## config.mk

```make
export PLATFORM = sky130hd
export DESIGN_NAME = ttv_isqrt
export DESIGN_NICKNAME = d
export VERILOG_FILES = /design/src/sv/ttv_pkg.sv /design/src/sv/ttv_isqrt.sv
export SDC_FILE = /design/constraint.sdc
export NUM_CORES = 2
export LEC_CHECK = 0
export CORE_ASPECT_RATIO = 1.2
export CORE_MARGIN = 1.5
export CORE_UTILIZATION = 39
export CTS_CLUSTER_DIAMETER = 80
export DETAILED_ROUTE_END_ITERATION = 12
export DONT_BUFFER_PORTS = 1
export PLACE_DENSITY = 0.52
export SETUP_SLACK_MARGIN = 0.2
export SYNTH_ARGS = -nofsm -noshare
export SYNTH_HDL_FRONTEND = slang
export SYNTH_SLANG_ARGS = --single-unit
```

## constraint.sdc

```tcl
create_clock -name i_clk -period 5.9 [get_ports i_clk]
set_clock_uncertainty 0.15 [all_clocks]
set_input_delay 1.18 -clock i_clk [delete_from_list [all_inputs] [get_ports i_clk]]
set_output_delay 1.18 -clock i_clk [all_outputs]
set_load 0.01 [all_outputs]
```

## src/sv/ttv_pkg.sv

```systemverilog
package ttv_pkg;

    // Field widths
    localparam int COMP_W  = 16;
    localparam int VEC_W   = 48;
    localparam int TC_W    = 32;

    // Datapath widths
    localparam int DIFF_W      = 17;   // edge and texcoord differences
    localparam int PROD_W      = 33;   // normal * edge
    localparam int CROSS_W     = 34;   // du * dv
    localparam int DOT_W       = 35;   // normal . edge
    localparam int PPROD_W     = 51;   // dot * normal
    localparam int RND_SH      = 22;   // Q.36 -> Q.14
    localparam int PROJ_W      = 30;   // projected edge component, Q.14
    localparam int TERM_W      = 47;   // du * projected component
    localparam int T_W         = 48;   // tangent component, Q.26
    localparam int NORM_STAGES = 6;    // shift by 32,16,8,4,2,1
    localparam int MAG_W       = 30;   // normalized magnitude
    localparam int SQ_W        = 60;
    localparam int SUMSQ_W     = 62;
    localparam int ROOT_W      = 31;
    localparam int QUO_W       = 15;   // quotient up to 16384
    localparam int FRAC_SH     = 14;   // times 16384
    localparam int NUM_W       = MAG_W + FRAC_SH + 1;

    // Sideband carried through the divider
    typedef struct packed {
        logic [2:0] neg;
        logic       degen;
    } t_sign;

    // One result item
    typedef struct packed {
        logic signed [COMP_W-1:0] tx;
        logic signed [COMP_W-1:0] ty;
        logic signed [COMP_W-1:0] tz;
        logic                     degen;
    } t_result;

endpackage

```

## src/sv/ttv_isqrt.sv

```systemverilog
module ttv_isqrt #(
    parameter int SIDE_W = 1
) (
    input  logic                         i_clk,
    input  logic                         i_rst_n,
    input  logic                         i_en,
    input  logic                         i_valid,
    input  logic [ttv_pkg::SUMSQ_W-1:0]  i_radicand,
    input  logic [SIDE_W-1:0]            i_side,
    output logic                         o_valid,
    output logic [ttv_pkg::ROOT_W-1:0]   o_root,
    output logic [SIDE_W-1:0]            o_side
);
    import ttv_pkg::*;

    // One result bit per stage, restoring square root
    localparam int STEPS = ROOT_W;

    logic               s_v    [STEPS+1];
    logic [SUMSQ_W-1:0] s_rem  [STEPS+1];
    logic [SUMSQ_W-1:0] s_res  [STEPS+1];
    logic [SIDE_W-1:0]  s_side [STEPS+1];

    assign s_v[0]    = i_valid;
    assign s_rem[0]  = i_radicand;
    assign s_res[0]  = '0;
    assign s_side[0] = i_side;

    genvar g;
    generate
        for (g = 0; g < STEPS; g++) begin : g_step
            localparam logic [SUMSQ_W-1:0] BIT = SUMSQ_W'(1) << (2 * (STEPS - 1 - g));

            logic               r_v;
            logic [SUMSQ_W-1:0] r_rem;
            logic [SUMSQ_W-1:0] r_res;
            logic [SIDE_W-1:0]  r_side;
            logic [SUMSQ_W-1:0] trial;
            logic               fits;
            logic [SUMSQ_W-1:0] n_rem;
            logic [SUMSQ_W-1:0] n_res;

            // Trial subtract of the next root bit
            always_comb begin
                trial = s_res[g] + BIT;
                fits  = s_rem[g] >= trial;
                n_rem = fits ? s_rem[g] - trial : s_rem[g];
                n_res = fits ? (s_res[g] >> 1) + BIT : s_res[g] >> 1;
            end

            always_ff @(posedge i_clk) begin
                if (!i_rst_n) begin
                    r_v <= 1'b0;
                end else if (i_en) begin
                    r_v <= s_v[g];
                end
            end

            always_ff @(posedge i_clk) begin
                if (i_en) begin
                    r_rem  <= n_rem;
                    r_res  <= n_res;
                    r_side <= s_side[g];
                end
            end

            assign s_v[g+1]    = r_v;
            assign s_rem[g+1]  = r_rem;
            assign s_res[g+1]  = r_res;
            assign s_side[g+1] = r_side;
        end
    endgenerate

    assign o_valid = s_v[STEPS];
    assign o_root  = s_res[STEPS][ROOT_W-1:0];
    assign o_side  = s_side[STEPS];

endmodule

```

==> impl_metrics.prom <==
# TYPE chip_impl_metric gauge
chip_impl_metric{name="total_number_of_yosys_warnings",unit=""} 0
chip_impl_metric{name="ir_worst_vdd",unit="mV"} 0.1935
chip_impl_metric{name="first_global_vias",unit=""} 73260
chip_impl_metric{name="groute.usage.overall",unit=""} 0.1893
chip_impl_metric{name="clock.fmax",unit="MHz"} 184.0
chip_impl_metric{name="fin_crit",unit="ps"} 5435
chip_impl_metric{name="asyncSetResetFlopFracSynth",unit=""} 0
chip_impl_metric{name="min_period_over_period",unit=""} 0.9211
chip_impl_metric{name="layout.filler_cells",unit=""} 26690
chip_impl_info{name="timing.critical_path.slowest_stage_cell",value="sky130_fd_sc_hd__buf_16"} 1
chip_impl_info{name="tritoncts",value="done"} 1
chip_impl_metric{name="cts_sinks",unit=""} 2418
chip_impl_metric{name="totalPowerFinal",unit="W"} 0.05034
chip_impl_metric{name="routabilityCongestion",unit=""} 0.9127
chip_impl_metric{name="numPortBuffers",unit=""} 0
chip_impl_metric{name="first_iter_violations",unit=""} 5031
chip_impl_metric{name="htree_num_levels",unit=""} 5
chip_impl_metric{name="slew-limit-headroom",unit=""} -0.004821
chip_impl_metric{name="layout-drive-gt1-share",unit=""} 0.06006
chip_impl_metric{name="worst_skew_pair.late_latency",unit="ps"} 860
chip_impl_info{name="hp-class",value="in2reg"} 1
chip_impl_info{name="critPathMostFrequentCell",value="sky130_fd_sc_hd__buf_16"} 1
chip_impl_metric{name="floorplan.initialDensity",unit=""} 0.3927
chip_impl_metric{name="ant_nets",unit=""} 0
chip_impl_metric{name="setup_violators_final",unit=""} 0
chip_impl_metric{name="die_height",unit="microns"} 599.3
chip_impl_metric{name="critical_path.max_fanout",unit=""} 237
chip_impl_info{name="result_of_the_run",value="finished, violations left"} 1
chip_impl_metric{name="synth.net_count",unit=""} 9806
chip_impl_metric{name="drt-wirelength-per-cell",unit="microns"} 21.58
chip_impl_info{name="worstHoldEndpoint",value="g_step[0].r_rem[53]"} 1
chip_impl_info{name="timing.rr.end",value="g_step[25].r_rem[59]"} 1
chip_impl_metric{name="dp_hpwl",unit="microns"} 217600
chip_impl_metric{name="post_cts_buffers",unit=""} 0
chip_impl_metric{name="timing_worst_slew_pin_value",unit="ps"} 1507
chip_impl_metric{name="synth_seq_area_share",unit=""} 0.6256
chip_impl_metric{name="power.density",unit="mW/mm^2"} 390.6
chip_impl_metric{name="synthesis.area_per_instance",unit="sq um"} 12.54
chip_impl_metric{name="synthesis.instances",unit=""} 9214
chip_impl_metric{name="totalWireLength",unit="microns"} 289100
chip_impl_metric{name="final_core_utilization",unit=""} 0.4379
chip_impl_metric{name="drcViolationCount",unit=""} 0
chip_impl_metric{name="hold_viol",unit=""} 0
chip_impl_metric{name="timing_max_transition_violations_final",unit=""} 28
chip_impl_info{name="synth_top_flop_cell",value="sky130_fd_sc_hd__edfxtp_1"} 1
chip_impl_info{name="violations_in_the_final_reports",value="max-slew violations"} 1
chip_impl_metric{name="nets",unit=""} 9932
chip_impl_metric{name="hold_path_depth",unit=""} 0
chip_impl_info{name="list_of_cells_traversed_by_the_critical_path",value="buf_16, buf_16, buf_16, buf_16, buf_16"} 1
chip_impl_metric{name="syn_area",unit="sq mm"} 0.1156
chip_impl_metric{name="antenna_found_initial",unit=""} 11
chip_impl_metric{name="r2r_slack",unit="ps"} 1190
chip_impl_metric{name="post_synth_num_cell_types",unit=""} 92
chip_impl_metric{name="syn_to_final_growth",unit="%"} 11.50
chip_impl_metric{name="dr.pass1.iters",unit=""} 5
chip_impl_metric{name="grt_max_degree",unit=""} 256
chip_impl_metric{name="rows",unit=""} 218
chip_impl_info{name="holdCritStartpoint",value="i_radicand[53]"} 1
chip_impl_metric{name="routed_via_density",unit=""} 5.390
chip_impl_metric{name="post_layout_nonfiller_instances",unit=""} 13390
chip_impl_metric{name="floorplan_core_area",unit="sq mm"} 0.2943
chip_impl_metric{name="floorplan.die_area",unit="sq mm"} 0.2996
chip_impl_metric{name="clock_slew_at_reported_path_ffs",unit="ps"} 60
chip_impl_metric{name="globalRouteOverflowTotal",unit=""} 0
chip_impl_metric{name="yosys_register_bits",unit=""} 2418
chip_impl_metric{name="numPlacedInstances",unit=""} 12920
chip_impl_info{name="critical_path.endpoint_type",value="register"} 1
chip_impl_info{name="worst-setup-path-type",value="in2reg"} 1
chip_impl_metric{name="cts_made_buffers",unit=""} 270
chip_impl_metric{name="detailroute.via_count",unit=""} 72190
chip_impl_metric{name="maxCapViolations",unit=""} 0
chip_impl_metric{name="cp_data_required_time",unit="ps"} 6200
chip_impl_info{name="worst_setup_path_start_kind",value="primary input"} 1
chip_impl_info{name="r2r-start",value="g_step[24].r_rem[16]"} 1
chip_impl_metric{name="p_leak",unit="nW"} 47.59
chip_impl_metric{name="reg2regPathDepth",unit=""} 10
chip_impl_metric{name="synth_enable_flop_cells",unit=""} 2387
chip_impl_metric{name="max_stage_delay",unit="ps"} 760
chip_impl_metric{name="final_cell_area",unit="sq mm"} 0.1289
chip_impl_info{name="rsz0062_at_grt",value="false"} 1
chip_impl_metric{name="fp.dieW",unit="microns"} 499.9
chip_impl_metric{name="boundaryPins",unit=""} 100
chip_impl_metric{name="clock_tree.buffer_depth",unit=""} 4
chip_impl_metric{name="grt_pass1_wl",unit="microns"} 437400
chip_impl_metric{name="postCtsResizedCells",unit=""} 0
chip_impl_info{name="clk_root_buffer_cell",value="sky130_fd_sc_hd__clkbuf_16"} 1
chip_impl_metric{name="dpl-instance-area",unit="sq mm"} 0.1202
chip_impl_metric{name="worst-endpoint-arrival",unit="ps"} 5740
==> worst max-delay path by stage <==
stage                         start                   end  slack [ps]  cells after the start
4_1_cts                        i_en  g_step[25].r_res[25]         510                      5
3_3_place_gp                   i_en  g_step[29].r_rem[37]        -650                      5
3_5_place_dp                   i_en  g_step[28].r_res[31]        -820                      5
5_1_grt                        i_en  g_step[30].r_res[23]         220                      5
6_report                       i_en   g_step[30].r_res[5]         470                      5
2_1_floorplan  g_step[24].r_rem[16]  g_step[25].r_rem[57]        2290                     11
==> power breakdown <==
part,total [W],switching [W],leakage [nW],internal (W)
combinational,0.0104,0.00625,20.2,0.00418
sequential,0.0235,0.00175,23.2,0.0218
clock,0.0164,0.00688,4.15,0.00953
total,0.0503,0.0149,47.6,0.0355
==> critical path: cells and delay by family <==
kind,cells,cell delay [ps]
buf+inv,5,3010
==> layout by cell type, fill, tap and decap left out, types with 26 or more instances in the layout <==
cell and n:
sky130_fd_sc_hd__edfxtp_1 2387, sky130_fd_sc_hd__inv_1 644, sky130_fd_sc_hd__nor2_1 625, sky130_fd_sc_hd__nand2_1 570, sky130_fd_sc_hd__ha_1 525, sky130_fd_sc_hd__a21oi_1 521
sky130_fd_sc_hd__xnor2_1 433, sky130_fd_sc_hd__o21ai_0 423, sky130_fd_sc_hd__xor2_1 391, sky130_fd_sc_hd__nor4_1 320, sky130_fd_sc_hd__clkbuf_16 279, sky130_fd_sc_hd__nor3_1 269
sky130_fd_sc_hd__a21o_1 225, sky130_fd_sc_hd__nand4_1 159, sky130_fd_sc_hd__nand3_1 159, sky130_fd_sc_hd__o21a_1 108, sky130_fd_sc_hd__nand2b_1 103, sky130_fd_sc_hd__or3_1 98
sky130_fd_sc_hd__nor2b_1 98, sky130_fd_sc_hd__or4_1 73, sky130_fd_sc_hd__mux2_2 52, sky130_fd_sc_hd__and3_1 51, sky130_fd_sc_hd__o31ai_1 51, sky130_fd_sc_hd__o21bai_1 51
sky130_fd_sc_hd__a211oi_1 49, sky130_fd_sc_hd__a31oi_1 48, sky130_fd_sc_hd__clkinv_2 48, sky130_fd_sc_hd__clkinv_1 43, sky130_fd_sc_hd__nor4b_1 41, sky130_fd_sc_hd__and2_1 39
sky130_fd_sc_hd__mux2i_1 39, sky130_fd_sc_hd__or2_2 38, sky130_fd_sc_hd__clkbuf_1 38, sky130_fd_sc_hd__o211ai_1 32, sky130_fd_sc_hd__dfxtp_1 31, sky130_fd_sc_hd__nand4b_1 30
sky130_fd_sc_hd__buf_4 30, sky130_fd_sc_hd__nor3b_1 26
==> area by class of cell <==
type                    count  area (sq um)  area share
flip-flops and latches   2418         72300      0.5610
inverters                 649          2436     0.01890
multi-input cells        5957         40160      0.3117
well taps                3850          4817     0.03738
clock buffers             316          7099     0.05509
repair buffers             44         605.6    0.004699
clock inverters           156          1438     0.01116
diodes                      3         7.507  0.00005826
==> logic make-up (layout without fill, tap and decap cells) <==
kind of cell,Yosys count,in the layout,share of synthesized area
AND/OR/NAND/NOR,2783,2783,0.1243
flip-flops,2418,2418,0.6256
AO/OA/AOI/OAI,1728,1728,0.09422
buffers and inverters,839,1165,0.02754
XOR/XNOR,824,824,0.06245
adder cells (fa/ha/maj),525,525,0.05684
multiplexers,97,97,0.009029
other,0,3,0
==> synthesized netlist by cell type (41+ instances only) <==
library cell	number	share of area
sky130_fd_sc_hd__o31ai_1	51	0.0033
sky130_fd_sc_hd__nand2_1	571	0.019
sky130_fd_sc_hd__xnor2_1	433	0.033
sky130_fd_sc_hd__a21o_1	225	0.015
sky130_fd_sc_hd__ha_1	525	0.057
sky130_fd_sc_hd__o21bai_1	51	0.0033
sky130_fd_sc_hd__or3_1	98	0.0053
sky130_fd_sc_hd__nor4_1	322	0.017
sky130_fd_sc_hd__o21a_1	109	0.0071
sky130_fd_sc_hd__nand3_1	159	0.0069
sky130_fd_sc_hd__a211oi_1	49	0.0032
sky130_fd_sc_hd__o21ai_0	423	0.018
sky130_fd_sc_hd__a21oi_1	521	0.023
sky130_fd_sc_hd__mux2_2	52	0.0051
sky130_fd_sc_hd__nor3_1	272	0.012
sky130_fd_sc_hd__a31oi_1	49	0.0027
sky130_fd_sc_hd__clkbuf_1	159	0.0052
sky130_fd_sc_hd__inv_1	644	0.021
sky130_fd_sc_hd__edfxtp_1	2387	0.62
sky130_fd_sc_hd__nor2b_1	98	0.0053
sky130_fd_sc_hd__xor2_1	391	0.030
sky130_fd_sc_hd__and3_1	51	0.0028
sky130_fd_sc_hd__nor4b_1	41	0.0031
sky130_fd_sc_hd__or4_1	73	0.0047
sky130_fd_sc_hd__nand4_1	159	0.0086
sky130_fd_sc_hd__nand2b_1	103	0.0056
sky130_fd_sc_hd__nor2_1	626	0.020
==> per-stage QoR <==
step                      hold slack [ps]  setup slack [ps]  TNS (ps)
after floorplan                     250.3              2286         0
after global placement              253.1            -648.7   -280440
after detailed placement            254.5            -820.1   -357120
after CTS                           185.2             510.2         0
after global routing                208.9             222.9         0
final                               262.6             465.4         0
==> sequential cells by signal, indices dropped and copies added (netlist names) <==
register,cells
g_step.r_rem,1860
g_step.r_res,496
g_step.r_side,30
g_step.r_v,30
o_side,1
o_valid,1
==> metal layers <==
layer / global-route usage / vias up / share of wire
li1: - / 34830 / -
met1: 0.2080 / 35300 / 0.38
met2: 0.3630 / 1530 / 0.54
met3: 0.02654 / 531 / 0.039
met4: 0.07373 / 0 / 0.040
met5: 0 / - / 0
==> timing repair <==
action                                 in CTS  in global routing
cloned                                      1                  1
hold buffers                                0                  0
endpoints found under the hold margin       0                  0
setup endpoints to repair                 277                205
Power figures use the tool's default switching activity.
